==> src/hdl/b64d_pkg.sv <==
// shared types, constants and character classification for the base64 stream decoder
package b64d_pkg;

   // input word: one raw character
   typedef struct packed {
      logic [7:0] char_code;
      logic       last;
   } b64d_req_type;

   // result word: one per input word
   typedef struct packed {
      logic       byte_valid;
      logic [7:0] data_byte;
      logic       error;
      logic       done_res;
   } b64d_rsp_type;

   // character kinds seen by the back end
   localparam logic [1:0] KIND_SKIP   = 2'd0;
   localparam logic [1:0] KIND_SEXTET = 2'd1;
   localparam logic [1:0] KIND_PAD    = 2'd2;
   localparam logic [1:0] KIND_ZERO   = 2'd3;

   // classified word passed through the queue
   typedef struct packed {
      logic [1:0] kind;
      logic [5:0] sextet;
      logic       last;
   } b64d_class_type;

   // queue between front and back
   localparam int QUEUE_ADDR_W = 2;
   localparam int QUEUE_DEPTH  = 1 << QUEUE_ADDR_W;

   // alphabet constants
   localparam logic [7:0] CHAR_PAD   = 8'h3D;
   localparam logic [7:0] CHAR_PLUS  = 8'h2B;
   localparam logic [7:0] CHAR_SLASH = 8'h2F;
   localparam logic [5:0] SEXT_PLUS  = 6'd62;
   localparam logic [5:0] SEXT_SLASH = 6'd63;
   localparam logic [5:0] MASK_LO4   = 6'h0F;
   localparam logic [5:0] MASK_LO2   = 6'h03;

   // sort one raw character into its kind and sextet value
   function automatic b64d_class_type classify(input b64d_req_type req);
      b64d_class_type cls;
      cls.last   = req.last;
      cls.sextet = 6'd0;
      cls.kind   = KIND_SKIP;
      if (req.char_code == 8'h00) begin
         cls.kind = KIND_ZERO;
      end else if (req.char_code == CHAR_PAD) begin
         cls.kind = KIND_PAD;
      end else if (req.char_code >= 8'h41 && req.char_code <= 8'h5A) begin
         cls.kind   = KIND_SEXTET;
         cls.sextet = 6'(req.char_code - 8'h41);
      end else if (req.char_code >= 8'h61 && req.char_code <= 8'h7A) begin
         cls.kind   = KIND_SEXTET;
         cls.sextet = 6'(req.char_code - 8'h61 + 8'd26);
      end else if (req.char_code >= 8'h30 && req.char_code <= 8'h39) begin
         cls.kind   = KIND_SEXTET;
         cls.sextet = 6'(req.char_code - 8'h30 + 8'd52);
      end else if (req.char_code == CHAR_PLUS) begin
         cls.kind   = KIND_SEXTET;
         cls.sextet = SEXT_PLUS;
      end else if (req.char_code == CHAR_SLASH) begin
         cls.kind   = KIND_SEXTET;
         cls.sextet = SEXT_SLASH;
      end
      return cls;
   endfunction

endpackage

==> src/hdl/base64_stream_decoder.sv <==
// top level of the base64 stream decoder: front end, queue and back end
// an accepted word goes through the front stage, the queue slot and the output slot
// throughput: one input word and one result word per cycle unless stalled, set by
// back-end combinational decode; the four-word queue absorbs stalls on either side
// reset: synchronous, active high; clears the queue, output slot and decode state
module base64_stream_decoder (
   input  logic                   clock,
   input  logic                   reset,
   input  logic                   req_push,
   output logic                   req_full,
   input  b64d_pkg::b64d_req_type req_word,
   output logic                   rsp_empty,
   input  logic                   rsp_pop,
   output b64d_pkg::b64d_rsp_type rsp_word
);
   import b64d_pkg::*;

   logic           front_valid;
   b64d_class_type front_word;
   logic           queue_full;
   logic           queue_empty;
   logic           queue_pop;
   b64d_class_type queue_word;

   // classify incoming characters
   b64d_front u_front (
      .clock     (clock),
      .reset     (reset),
      .req_push  (req_push),
      .req_full  (req_full),
      .req_word  (req_word),
      .cls_valid (front_valid),
      .cls_word  (front_word),
      .cls_full  (queue_full)
   );

   // decouple front and back
   b64d_queue u_queue (
      .clock     (clock),
      .reset     (reset),
      .push      (front_valid),
      .push_word (front_word),
      .full      (queue_full),
      .pop       (queue_pop),
      .pop_word  (queue_word),
      .empty     (queue_empty)
   );

   // decode and present results
   b64d_back u_back (
      .clock     (clock),
      .reset     (reset),
      .cls_empty (queue_empty),
      .cls_word  (queue_word),
      .cls_pop   (queue_pop),
      .rsp_empty (rsp_empty),
      .rsp_pop   (rsp_pop),
      .rsp_word  (rsp_word)
   );

endmodule

==> src/hdl/b64d_front.sv <==
// front end: takes input words, classifies them and hands them to the queue
module b64d_front (
   input  logic                    clock,
   input  logic                    reset,
   input  logic                    req_push,
   output logic                    req_full,
   input  b64d_pkg::b64d_req_type  req_word,
   output logic                    cls_valid,
   output b64d_pkg::b64d_class_type cls_word,
   input  logic                    cls_full
);
   import b64d_pkg::*;

   logic           valid_ff, valid_in;
   b64d_class_type word_ff, word_in;
   logic           accept;
   logic           drain;

   // stage holds one classified word until the queue takes it
   assign drain    = valid_ff && !cls_full;
   assign req_full = valid_ff && cls_full;
   assign accept   = req_push && !req_full;

   always_comb begin
      valid_in = valid_ff;
      word_in  = word_ff;
      if (accept) begin
         valid_in = 1'b1;
         word_in  = classify(req_word);
      end else if (drain) begin
         valid_in = 1'b0;
      end
   end

   always_ff @(posedge clock) begin
      if (reset) begin
         valid_ff <= 1'b0;
      end else begin
         valid_ff <= valid_in;
      end
      word_ff <= word_in;
   end

   assign cls_valid = valid_ff;
   assign cls_word  = word_ff;

endmodule

==> src/hdl/b64d_queue.sv <==
// short queue of classified words between front and back
module b64d_queue (
   input  logic                     clock,
   input  logic                     reset,
   input  logic                     push,
   input  b64d_pkg::b64d_class_type push_word,
   output logic                     full,
   input  logic                     pop,
   output b64d_pkg::b64d_class_type pop_word,
   output logic                     empty
);
   import b64d_pkg::*;

   b64d_class_type               slot_ff [QUEUE_DEPTH];
   logic [QUEUE_ADDR_W-1:0]      wr_ptr_ff, wr_ptr_in;
   logic [QUEUE_ADDR_W-1:0]      rd_ptr_ff, rd_ptr_in;
   logic [QUEUE_ADDR_W:0]        count_ff, count_in;
   logic                         do_push;
   logic                         do_pop;

   assign full    = (count_ff == (QUEUE_ADDR_W+1)'(QUEUE_DEPTH));
   assign empty   = (count_ff == '0);
   assign do_push = push && !full;
   assign do_pop  = pop && !empty;

   // pointer and fill count
   always_comb begin
      wr_ptr_in = do_push ? wr_ptr_ff + 1'b1 : wr_ptr_ff;
      rd_ptr_in = do_pop ? rd_ptr_ff + 1'b1 : rd_ptr_ff;
      count_in  = count_ff;
      if (do_push && !do_pop) begin
         count_in = count_ff + 1'b1;
      end else if (do_pop && !do_push) begin
         count_in = count_ff - 1'b1;
      end
   end

   always_ff @(posedge clock) begin
      if (reset) begin
         wr_ptr_ff <= '0;
         rd_ptr_ff <= '0;
         count_ff  <= '0;
      end else begin
         wr_ptr_ff <= wr_ptr_in;
         rd_ptr_ff <= rd_ptr_in;
         count_ff  <= count_in;
      end
   end

   // storage
   always_ff @(posedge clock) begin
      if (do_push) begin
         slot_ff[wr_ptr_ff] <= push_word;
      end
   end

   assign pop_word = slot_ff[rd_ptr_ff];

endmodule

==> src/hdl/b64d_back.sv <==
// back end: runs the decode state and holds the result word for the reader
module b64d_back (
   input  logic                     clock,
   input  logic                     reset,
   input  logic                     cls_empty,
   input  b64d_pkg::b64d_class_type cls_word,
   output logic                     cls_pop,
   output logic                     rsp_empty,
   input  logic                     rsp_pop,
   output b64d_pkg::b64d_rsp_type   rsp_word
);
   import b64d_pkg::*;

   logic [1:0]   phase_ff, phase_in;
   logic [7:0]   partial_ff, partial_in;
   logic         pad_pending_ff, pad_pending_in;
   logic         failed_ff, failed_in;
   logic         out_valid_ff, out_valid_in;
   b64d_rsp_type out_ff, out_in;
   b64d_rsp_type result;
   logic         take;
   logic         msg_end;
   logic [5:0]   v;

   // take a word when the output slot is free or being emptied
   assign take    = !cls_empty && (!out_valid_ff || rsp_pop);
   assign cls_pop = take;
   assign msg_end = cls_word.last || (cls_word.kind == KIND_ZERO);
   assign v       = cls_word.sextet;

   // decode step for the word at the head of the queue
   always_comb begin
      phase_in       = phase_ff;
      partial_in     = partial_ff;
      pad_pending_in = pad_pending_ff;
      failed_in      = failed_ff;
      result         = '0;
      if (!failed_ff) begin
         if (pad_pending_ff && cls_word.kind != KIND_PAD) begin
            result.error = 1'b1;
            failed_in    = 1'b1;
         end else if (cls_word.kind == KIND_PAD) begin
            if (phase_ff == 2'd1) begin
               if (cls_word.last) begin
                  result.error = 1'b1;
                  failed_in    = 1'b1;
               end else begin
                  pad_pending_in = 1'b1;
               end
            end
         end else if (cls_word.kind == KIND_SEXTET) begin
            unique case (phase_ff)
               2'd0: begin
                  partial_in = {v, 2'b00};
               end
               2'd1: begin
                  result.data_byte  = partial_ff | {6'd0, v[5:4]};
                  result.byte_valid = 1'b1;
                  partial_in        = {(v & MASK_LO4), 2'b00} << 2;
               end
               2'd2: begin
                  result.data_byte  = partial_ff | {4'd0, v[5:2]};
                  result.byte_valid = 1'b1;
                  partial_in        = {(v & MASK_LO2), 2'b00} << 4;
               end
               default: begin
                  result.data_byte  = partial_ff | {2'd0, v};
                  result.byte_valid = 1'b1;
               end
            endcase
            phase_in = phase_ff + 2'd1;
         end
      end
      result.done_res = msg_end;
      // message end returns everything to reset
      if (msg_end) begin
         phase_in       = '0;
         partial_in     = '0;
         pad_pending_in = 1'b0;
         failed_in      = 1'b0;
      end
   end

   // output slot
   always_comb begin
      out_valid_in = out_valid_ff;
      out_in       = out_ff;
      if (take) begin
         out_valid_in = 1'b1;
         out_in       = result;
      end else if (rsp_pop) begin
         out_valid_in = 1'b0;
      end
   end

   always_ff @(posedge clock) begin
      if (reset) begin
         phase_ff       <= '0;
         partial_ff     <= '0;
         pad_pending_ff <= 1'b0;
         failed_ff      <= 1'b0;
         out_valid_ff   <= 1'b0;
      end else begin
         if (take) begin
            phase_ff       <= phase_in;
            partial_ff     <= partial_in;
            pad_pending_ff <= pad_pending_in;
            failed_ff      <= failed_in;
         end
         out_valid_ff <= out_valid_in;
      end
      out_ff <= out_in;
   end

   assign rsp_empty = !out_valid_ff;
   assign rsp_word  = out_ff;

   // after a failure nothing is decoded and no further error is raised
   a_failed_quiet: assert property (@(posedge clock) disable iff (reset)
      take && failed_ff |-> !result.byte_valid && !result.error)
      else $error("decode output while message failed");

   // phase only moves on a sextet or at message end
   a_phase_hold: assert property (@(posedge clock) disable iff (reset)
      take && cls_word.kind != KIND_SEXTET && !msg_end |=> $stable(phase_ff))
      else $error("phase moved without a sextet");

   // a pending pad always sits at phase one
   a_pad_phase: assert property (@(posedge clock) disable iff (reset)
      pad_pending_ff |-> phase_ff == 2'd1)
      else $error("pad pending away from phase one");

   // a message end leaves clean state
   a_end_clears: assert property (@(posedge clock) disable iff (reset)
      take && msg_end |=> phase_ff == 2'd0 && !pad_pending_ff && !failed_ff)
      else $error("state not cleared at message end");

endmodule

==> config.mk <==
export PLATFORM = sky130hd
export DESIGN_NAME = base64_stream_decoder
export DESIGN_NICKNAME = d
export VERILOG_FILES = /design/src/hdl/b64d_pkg.sv /design/src/hdl/base64_stream_decoder.sv /design/src/hdl/b64d_front.sv /design/src/hdl/b64d_queue.sv /design/src/hdl/b64d_back.sv
export SDC_FILE = /design/constraint.sdc
export NUM_CORES = 1
export LEC_CHECK = 0
export ABC_AREA = 1
export BUFFER_PORTS_ARGS = -buffer_cell sky130_fd_sc_hd__buf_2
export CORE_UTILIZATION = 55
export DETAILED_ROUTE_END_ITERATION = 8
export HOLD_SLACK_MARGIN = 0.02
export PLACE_DENSITY_LB_ADDON = 0.25
export SYNTH_ARGS = -nofsm -noshare
export SYNTH_HDL_FRONTEND = slang
export SYNTH_SLANG_ARGS = --single-unit
export TNS_END_PERCENT = 100
==> constraint.sdc <==
create_clock -name clock -period 2.7 [get_ports clock]
set_input_delay 0.54 -clock clock [delete_from_list [all_inputs] [get_ports clock]]
set_output_delay 0.54 -clock clock [all_outputs]
set_load 0.01 [all_outputs]
==> results.tsv, run 1 <==
stage	metric	value	unit
clocking	number of buffers added to fix hold violations after cts	0	
route	post-detailed-route DRC marker count	0	
route	number of vias in the routed layout	3007	
logic_synthesis	Mapped Area	4010	um^2
worst_setup_path	Worst Reg-to-Reg Cells	9	
timing	Final Hold Vio Count	0	
global_routing	Remaining Overflow, GRT	0	
die	Die Height	87.3	um
global_routing	global-route wire length before repair	12.2	mm
global_routing	number of global-route vias before repair	2694	
route	starting DRC count in detailed routing	178	
global_routing	GRT Resource Usage Total	21.4	%
logic_synthesis	number of enable-type register cells in the synthesized netlist	56	
clocking	clock-pin slew reported for the worst setup and hold paths after clock tree synthesis	80	ps
place	gpl congestion	0.955	
clocking	CTS resizes	0	
die	Std-Cell Rows	30	
job	maximum capacitance violations	0	
worst_setup_path	worst r2r src	u_queue.count_ff[0]	
logic_synthesis	Syn Inst Count	445	
finish	layout net count	510	
worst_setup_path	endpoint required time on the critical path	2940	ps
timing	Max Fclk	488	MHz
die	initial core utilization	58.0	%
place	port buffer count	25	
route	number of nets with antenna violations after routing	0	
logic_synthesis	most area-hungry cell type in the Yosys netlist	edfxtp_1	
place	HPWL after detailed placement	5.41	mm
die	die width	87.3	um
timing	post-layout min period	2050	ps
hold_path	worst hold path cell count	2	
logic_synthesis	share of the synthesized area in the top cell type	42.0	%
clocking	H-tree depth reported by CTS	3	
timing	unrepaired setup endpoints after global routing	false	
finish	P&R area growth vs syn	10.8	%
finish	n_diodes	0	
finish	Non-Filler Cell Area, Final	4440	um^2
logic_synthesis	Synth warnings	0	
logic_synthesis	most used standard cells in the synthesized netlist	nand2_1, inv_1, edfxtp_1, nor2_1, nand3_1	
clocking	clk buf depth	2	
logic_synthesis	most common cell in the synthesized netlist	nand2_1	
route	routed len/inst	12.9	um
global_routing	initial antenna violation count	0	
worst_setup_path	arrival time reported for the critical path endpoint	2290	ps
global_routing	pin count of the biggest net entering global routing	20	
clocking	TritonCTS clock tree	yes	
global_routing	met2 routing resource usage after global routing	35.9	%
hold_path	Hold Path Class	in2reg	
place	post-detailed-placement cell area	4230	um^2
timing	ratio of final minimum period to clock period	75.9	%
logic_synthesis	count of unique library cells instantiated by Yosys	34	
logic_synthesis	fraction of synthesis flops using an asynchronous set or reset pin	0	%
route	via density per instance	5.19	
hold_path	Hold EP	u_front.cls_valid	
timing	Final Setup Violations	0	
global_routing	busiest layer in global routing	met2	
worst_setup_path	kind of launch point of the worst setup path	register	
logic_synthesis	post-synthesis sequential area ratio	52.5	%
timing	Final Slew Violations	0	
clocking	number of clock sinks seen by CTS	77	
global_routing	GR Util met3	3.03	%
clocking	Clock Latency Late Sink	350	ps
finish	fill cell instance count of the final layout	603	
power	Lkg Pwr	1.95	nW
logic_synthesis	Avg Cell Area, Syn	9.00	um^2
logic_synthesis	Synth area leaders	edfxtp_1, dfxtp_1, nand2_1	
clocking	buffer cell driving the clock tree root	clkbuf_8	
route	wire length reported by the detailed router	7.47	mm
die	Boundary Pins	26	
clocking	count of buffers added by post-CTS timing repair for setup	0	
worst_setup_path	reg-to-reg setup timing slack	650	ps
route	DRT Pass-1 Iters	5	
global_routing	M1 GR Usage	27.2	%
worst_setup_path	worst-path maximum fanout	9	
timing	worst slew slack as a fraction of its limit	63.4	%
clocking	Inserted Clock Buffers	9	
timing	Fin Clk Skew	14.0	ps
worst_setup_path	type of the setup path with the least slack	reg2reg	
outcome	status	finished clean	
worst_setup_path	element type at the critical path end	register	
logic_synthesis	net count of the mapped netlist	477	
worst_setup_path	endpoint of the most critical register-to-register path	u_queue.count_ff[1]	
power	IR Drop Worst-Case VDD	0.000531	V
hold_path	origin of the worst min-delay path	reset	
die	die area	7630	um^2
timing	Worst-Margin Slew	548	ps
logic_synthesis	top_reg_cell synth	edfxtp_1	
logic_synthesis	number of register bits inferred by synthesis	77	
finish	share of post-route cells with drive strength above 1	14.7	%
die	Core Footprint	6910	um^2
power	areal power density over the cells	949	nW/um^2
timing	Total Neg Setup Slack	0	ps
sequential cells by signal (all words and copies together) (netlist names), named ones only:
| signal | flops |
|---|---|
| u_front.cls_word | 9 |
| u_queue.wr_ptr_ff | 2 |
| u_front.cls_valid | 1 |
| u_queue.count_ff | 3 |
| u_back.partial_ff | 6 |
| u_back.rsp_word | 11 |
| u_back.pad_pending_ff | 1 |
| u_queue.slot_ff | 36 |
| u_back.failed_ff | 1 |
| u_back.phase_ff | 2 |
| u_queue.rd_ptr_ff | 2 |
| u_back.out_valid_ff | 1 |
how the worst max path moves through the flow:
| stage | from | to | slack, ps | depth (start not counted) |
|---|---|---|---|---|
| after floorplan | req_word[4] | u_front.cls_word[6] | 610 | 11 |
| after global routing | u_queue.count_ff[0] | u_queue.count_ff[2] | 380 | 12 |
| after global placement | req_word[3] | u_front.cls_word[5] | 360 | 8 |
| after CTS | u_queue.count_ff[0] | u_queue.count_ff[1] | 650 | 9 |
| final | u_queue.count_ff[0] | u_queue.count_ff[1] | 650 | 9 |
| after detailed placement | req_word[3] | u_front.cls_word[2] | 360 | 11 |
power by group:
| part | leakage [nW] | switching (mW) | internal (mW) |
|---|---|---|---|
| sequential | 0.705 | 0.118 | 1.55 |
| combinational | 1.13 | 1.13 | 0.548 |
| clock | 0.107 | 0.394 | 0.471 |
metal layers:
layer | wire length [um] | vias to the layer above | part of all wire [%]
met5 | 0 | - | 0
met2 | 3550 | 94 | 47
met4 | 169 | 0 | 2.3
li1 | - | 1539 | -
met1 | 3460 | 1361 | 46
met3 | 295 | 13 | 3.9
final cells by class:
type	count	area, um^2	share of cell area (%)
Sequential cell	77	2100	47.4
Tap cell	96	120	2.71
Timing Repair Buffer	31	170	3.83
Inverter	65	254	5.72
Clock inverter	2	11.3	0.254
Multi-Input combinational cell	294	1590	35.7
Clock buffer	14	195	4.40
cell families (layout without fill, tap and decap cells):
family / Yosys count / in the layout / share of synthesized area (%)
buffers and inverters: 74 / 112 / 7.93
AOI/OAI and AO/OA: 55 / 55 / 7.78
and+or+nand+nor: 212 / 212 / 23.9
xor gates and xnor gates: 8 / 8 / 1.75
DFF: 77 / 77 / 52.5
adders and majority gates: 19 / 19 / 6.12
worst max-delay path, cell delays in order (launching register included):
cell,delay [ps]
dfxtp_1,350
nor2_1,290
nand2_1,80
nand2_1,230
inv_1,70
ha_1,190
inv_1,100
fa_1,410
o21ai_0,150
a21oi_1,60
layout by cell type, fill, tap and decap left out, types with 12 or more instances in the layout:
| cell type | n |
|---|---|
| a21oi_1 | 23 |
| buf_2 | 25 |
| dfxtp_1 | 21 |
| edfxtp_1 | 56 |
| ha_1 | 18 |
| inv_1 | 62 |
| nand2_1 | 92 |
| nand2_2 | 12 |
| nand3_1 | 39 |
| nor2_1 | 44 |
| o21ai_0 | 19 |
through the flow:
stage | total power, mW | util, % | worst slack, ps | std cells | hold WS (ps)
detailed placement | 3.35 | 61.3 | 358 | 563 | 466
global placement | 3.32 | 61.3 | 357 | 563 | 457
CTS | 4.22 | 64.3 | 650 | 579 | 351
finish | 4.21 | 64.3 | 649 | 579 | 366
floorplan | 2.98 | - | 610 | 445 | 436
global route | 4.52 | 64.3 | 383 | 579 | 359
Power figures use the tool's default switching activity.
==> inputs of run 2 (changes only) <==
Clock period 2.7 ns to 2 ns, I/O delays scaled along.
==> run 2 against run 1 <==
Against the previous run: core utilization is 2.1 points higher; combinational power is 43% higher; fmax is 12% higher; global-route usage is 0.74 points higher; highest routed layer unchanged; routed wire length is 4.2% higher; cell count is 2.6% higher; clock skew is 1.8 ps lower; first-iteration DRC count is 7.3% higher; flip-flop and latch count stayed put; sequential power is 35% higher; clock-buffer cell count is 4 lower; design area is 3.3% higher.
==> results.tsv, run 2 (synthesized netlist as in run 1, its figures left out) <==
stage	metric	value	unit	change
outcome	status	finished clean		
power	Net Switching	2.26	mW	+38%
clocking	clock-pin slew reported for the worst setup and hold paths after clock tree synthesis	80	ps	about the same
finish	share of post-route cells with drive strength above 1	18.3	%	+3.6 points
worst_setup_path	largest delay contributor family on the critical path	simple AND/OR/NAND/NOR gates		
die	die area	7630	um^2	unchanged
clocking	count of buffers added by post-CTS timing repair for setup	0		unchanged
timing	ratio of final minimum period to clock period	91.2	%	+15 points
job	maximum capacitance violations	0		unchanged
hold_path	Hold Path Class	in2reg		
worst_setup_path	maximum single-stage delay on the critical path	650	ps	+240 ps
die	Core Footprint	6910	um^2	unchanged
place	port buffer count	25		unchanged
worst_setup_path	launching instance or port of the critical path	u_queue.count_ff[1]		
finish	number of flip-flops in the largest register	36		unchanged
route	via density per instance	5.23		+0.68%
finish	n_diodes	0		unchanged
timing	Final Slew Violations	0		unchanged
timing	setup slack of the critical path after layout	176	ps	-473 ps
clocking	number of clock sinks seen by CTS	77		unchanged
clocking	clk buf depth	2		unchanged
worst_setup_path	worst-path maximum fanout	9		unchanged
power	switching power share of the total	38.2	%	-0.72 points
worst_setup_path	kind of launch point of the worst setup path	register		
global_routing	initial antenna violation count	0		unchanged
route	post-detailed-route DRC marker count	0		unchanged
clocking	TritonCTS clock tree	yes		
timing	Fin Clk Skew	12.2	ps	-1.80 ps
worst_setup_path	type of the setup path with the least slack	reg2reg		
route	number of nets with antenna violations after routing	0		unchanged
place	Placed Cells	578		+2.7%
global_routing	GRT Resource Usage Total	22.2	%	+0.74 points
worst_setup_path	arrival time reported for the critical path endpoint	1790	ps	-500 ps
clocking	Clock Latency Late Sink	350	ps	about the same
worst_setup_path	Levels on crit path	5		-4
finish	Layout Cells excl Fill	594		+2.6%
worst_setup_path	reg-to-reg setup timing slack	180	ps	-470 ps
clocking	Inserted Clock Buffers	9		unchanged
finish	P&R area growth vs syn	14.4	%	
worst_setup_path	endpoint of the most critical register-to-register path	u_queue.slot_ff[0][8]		
clocking	H-tree depth reported by CTS	3		unchanged
finish	register bank with the most flops	u_queue.slot_ff		
timing	Final Hold Vio Count	0		unchanged
worst_setup_path	slowest library cell on the worst path	nor2_1		
global_routing	number of global-route vias before repair	2791		+3.6%
route	starting DRC count in detailed routing	191		+7.3%
worst_setup_path	critical path, cell by cell	nor2_2 > nand2_1 > nand2_1 > buf_4 > nor2_1		
worst_setup_path	Worst Setup EP	u_queue.slot_ff[0][8]		
route	DRT Pass-1 Iters	5		unchanged
finish	most frequent standard cell in the layout excluding fill and tap cells	nand2_1		
power	Internal Pwr Total	3.65	mW	+42%
timing	unrepaired setup endpoints after global routing	false		
route	routed len/inst	13.1	um	+1.5%
power	IR Drop Worst-Case VDD	0.000900	V	+70%
die	Std-Cell Rows	30		unchanged
die	initial core utilization	58.0	%	unchanged
worst_setup_path	worst r2r src	u_queue.count_ff[1]		
global_routing	pin count of the biggest net entering global routing	20		unchanged
clocking	buffer cell driving the clock tree root	clkbuf_8		
finish	fill cell instance count of the final layout	600		-0.50%
global_routing	global-route wire length before repair	12.7	mm	+3.5%
place	gpl congestion	0.895		-6.3%
power	Clock Power Share	21.0	%	+0.5 points
power	Reg power frac	38.1	%	-1.5 points
timing	post-layout min period	1820	ps	-227 ps
finish	Non-Filler Cell Area, Final	4580	um^2	+3.3%
die	Boundary Pins	26		unchanged
finish	most used cells in the layout excluding fill and tap cells	nand2_1, inv_1, edfxtp_1, nor2_1, nand3_1		
worst_setup_path	Worst Reg-to-Reg Cells	5		-4
route	number of vias in the routed layout	3106		+3.3%
timing	worst slew slack as a fraction of its limit	42.5	%	-21 points
place	post-detailed-placement cell area	4360	um^2	+3.0%
worst_setup_path	Crit path top cell by count	nand2_1		
place	HPWL after detailed placement	5.68	mm	+5.0%
power	combinational cell fraction of total power	40.8	%	+1.0 points
global_routing	Remaining Overflow, GRT	0		unchanged
die	Die Height	87.3	um	unchanged
timing	Worst-Margin Slew	859	ps	+311 ps
worst_setup_path	WP buf/inv	1		-1
place	worst slack, placed	-32.3	ps	-390 ps
worst_setup_path	element type at the critical path end	register		
worst_setup_path	endpoint required time on the critical path	1970	ps	-970 ps
route	wire length reported by the detailed router	7.78	mm	+4.2%
power	Lkg Pwr	2.01	nW	+3.4%
timing	Max Fclk	548	MHz	+12%
timing	Final Setup Violations	0		unchanged
power	areal power density over the cells	1290	nW/um^2	+36%
die	die width	87.3	um	unchanged
finish	layout net count	525		+2.9%
hold_path	origin of the worst min-delay path	reset		
-- run 2: layout make-up --
| class | instances | area (um^2) | area share [%] |
|---|---|---|---|
| Inverter | 65 | 254 | 5.54 |
| Multi-Input combinational cell | 294 | 1600 | 34.8 |
| Clock inverter | 6 | 87.6 | 1.91 |
| Timing Repair Buffer | 46 | 295 | 6.44 |
| Clock buffer | 10 | 128 | 2.78 |
| Tap cell | 96 | 120 | 2.62 |
| Sequential cell | 77 | 2100 | 45.9 |
-- run 2: worst min-delay path by stage --
stage | endpoint | slack [ps] | depth (start not counted)
after floorplan | register | 440 | 2
after global placement | register | 450 | 2
after detailed placement | register | 460 | 1
after CTS | u_front.cls_valid | 220 | 2
after global routing | u_front.cls_valid | 220 | 2
final | u_front.cls_valid | 230 | 2
-- run 2: what timing repair did --
action,4_1_cts,5_1_grt
hold buffers,0,0
endpoints found under the setup margin,0,30
resized for setup,0,5
endpoints found under the hold margin,0,0
-- run 2: power groups by stage --
stage | Combinational [mW] | Sequential, mW | Clock [mW]
finish | 2.41 | 2.26 | 1.24
global route | 2.70 | 2.30 | 1.34
CTS | 2.41 | 2.25 | 1.26
detailed placement | 2.39 | 2.29 | 0
global placement | 2.33 | 2.27 | 0
floorplan | 1.71 | 2.31 | 0
-- run 2: layer usage --
layer / share of wire (%) / vias to the layer above / track usage [%]
met5: 0 / - / 0
met4: 0.90 / 0 / 5.96
met3: 6.4 / 11 / 5.31
met2: 49 / 113 / 38.1
met1: 43 / 1417 / 28.0
li1: - / 1565 / -
-- run 2: stage by stage --
stage | hold slack (ps) | TNS, ps | power (mW) | utilization, %
6_report | 226 | 0 | 5.91 | 66.4
5_1_grt | 217 | 0 | 6.34 | 66.4
4_1_cts | 222 | 0 | 5.92 | 66.2
3_5_place_dp | 463 | -44.3 | 4.67 | 63.1
3_3_place_gp | 452 | 0 | 4.61 | 63.1
2_1_floorplan | 436 | 0 | 4.02 | -
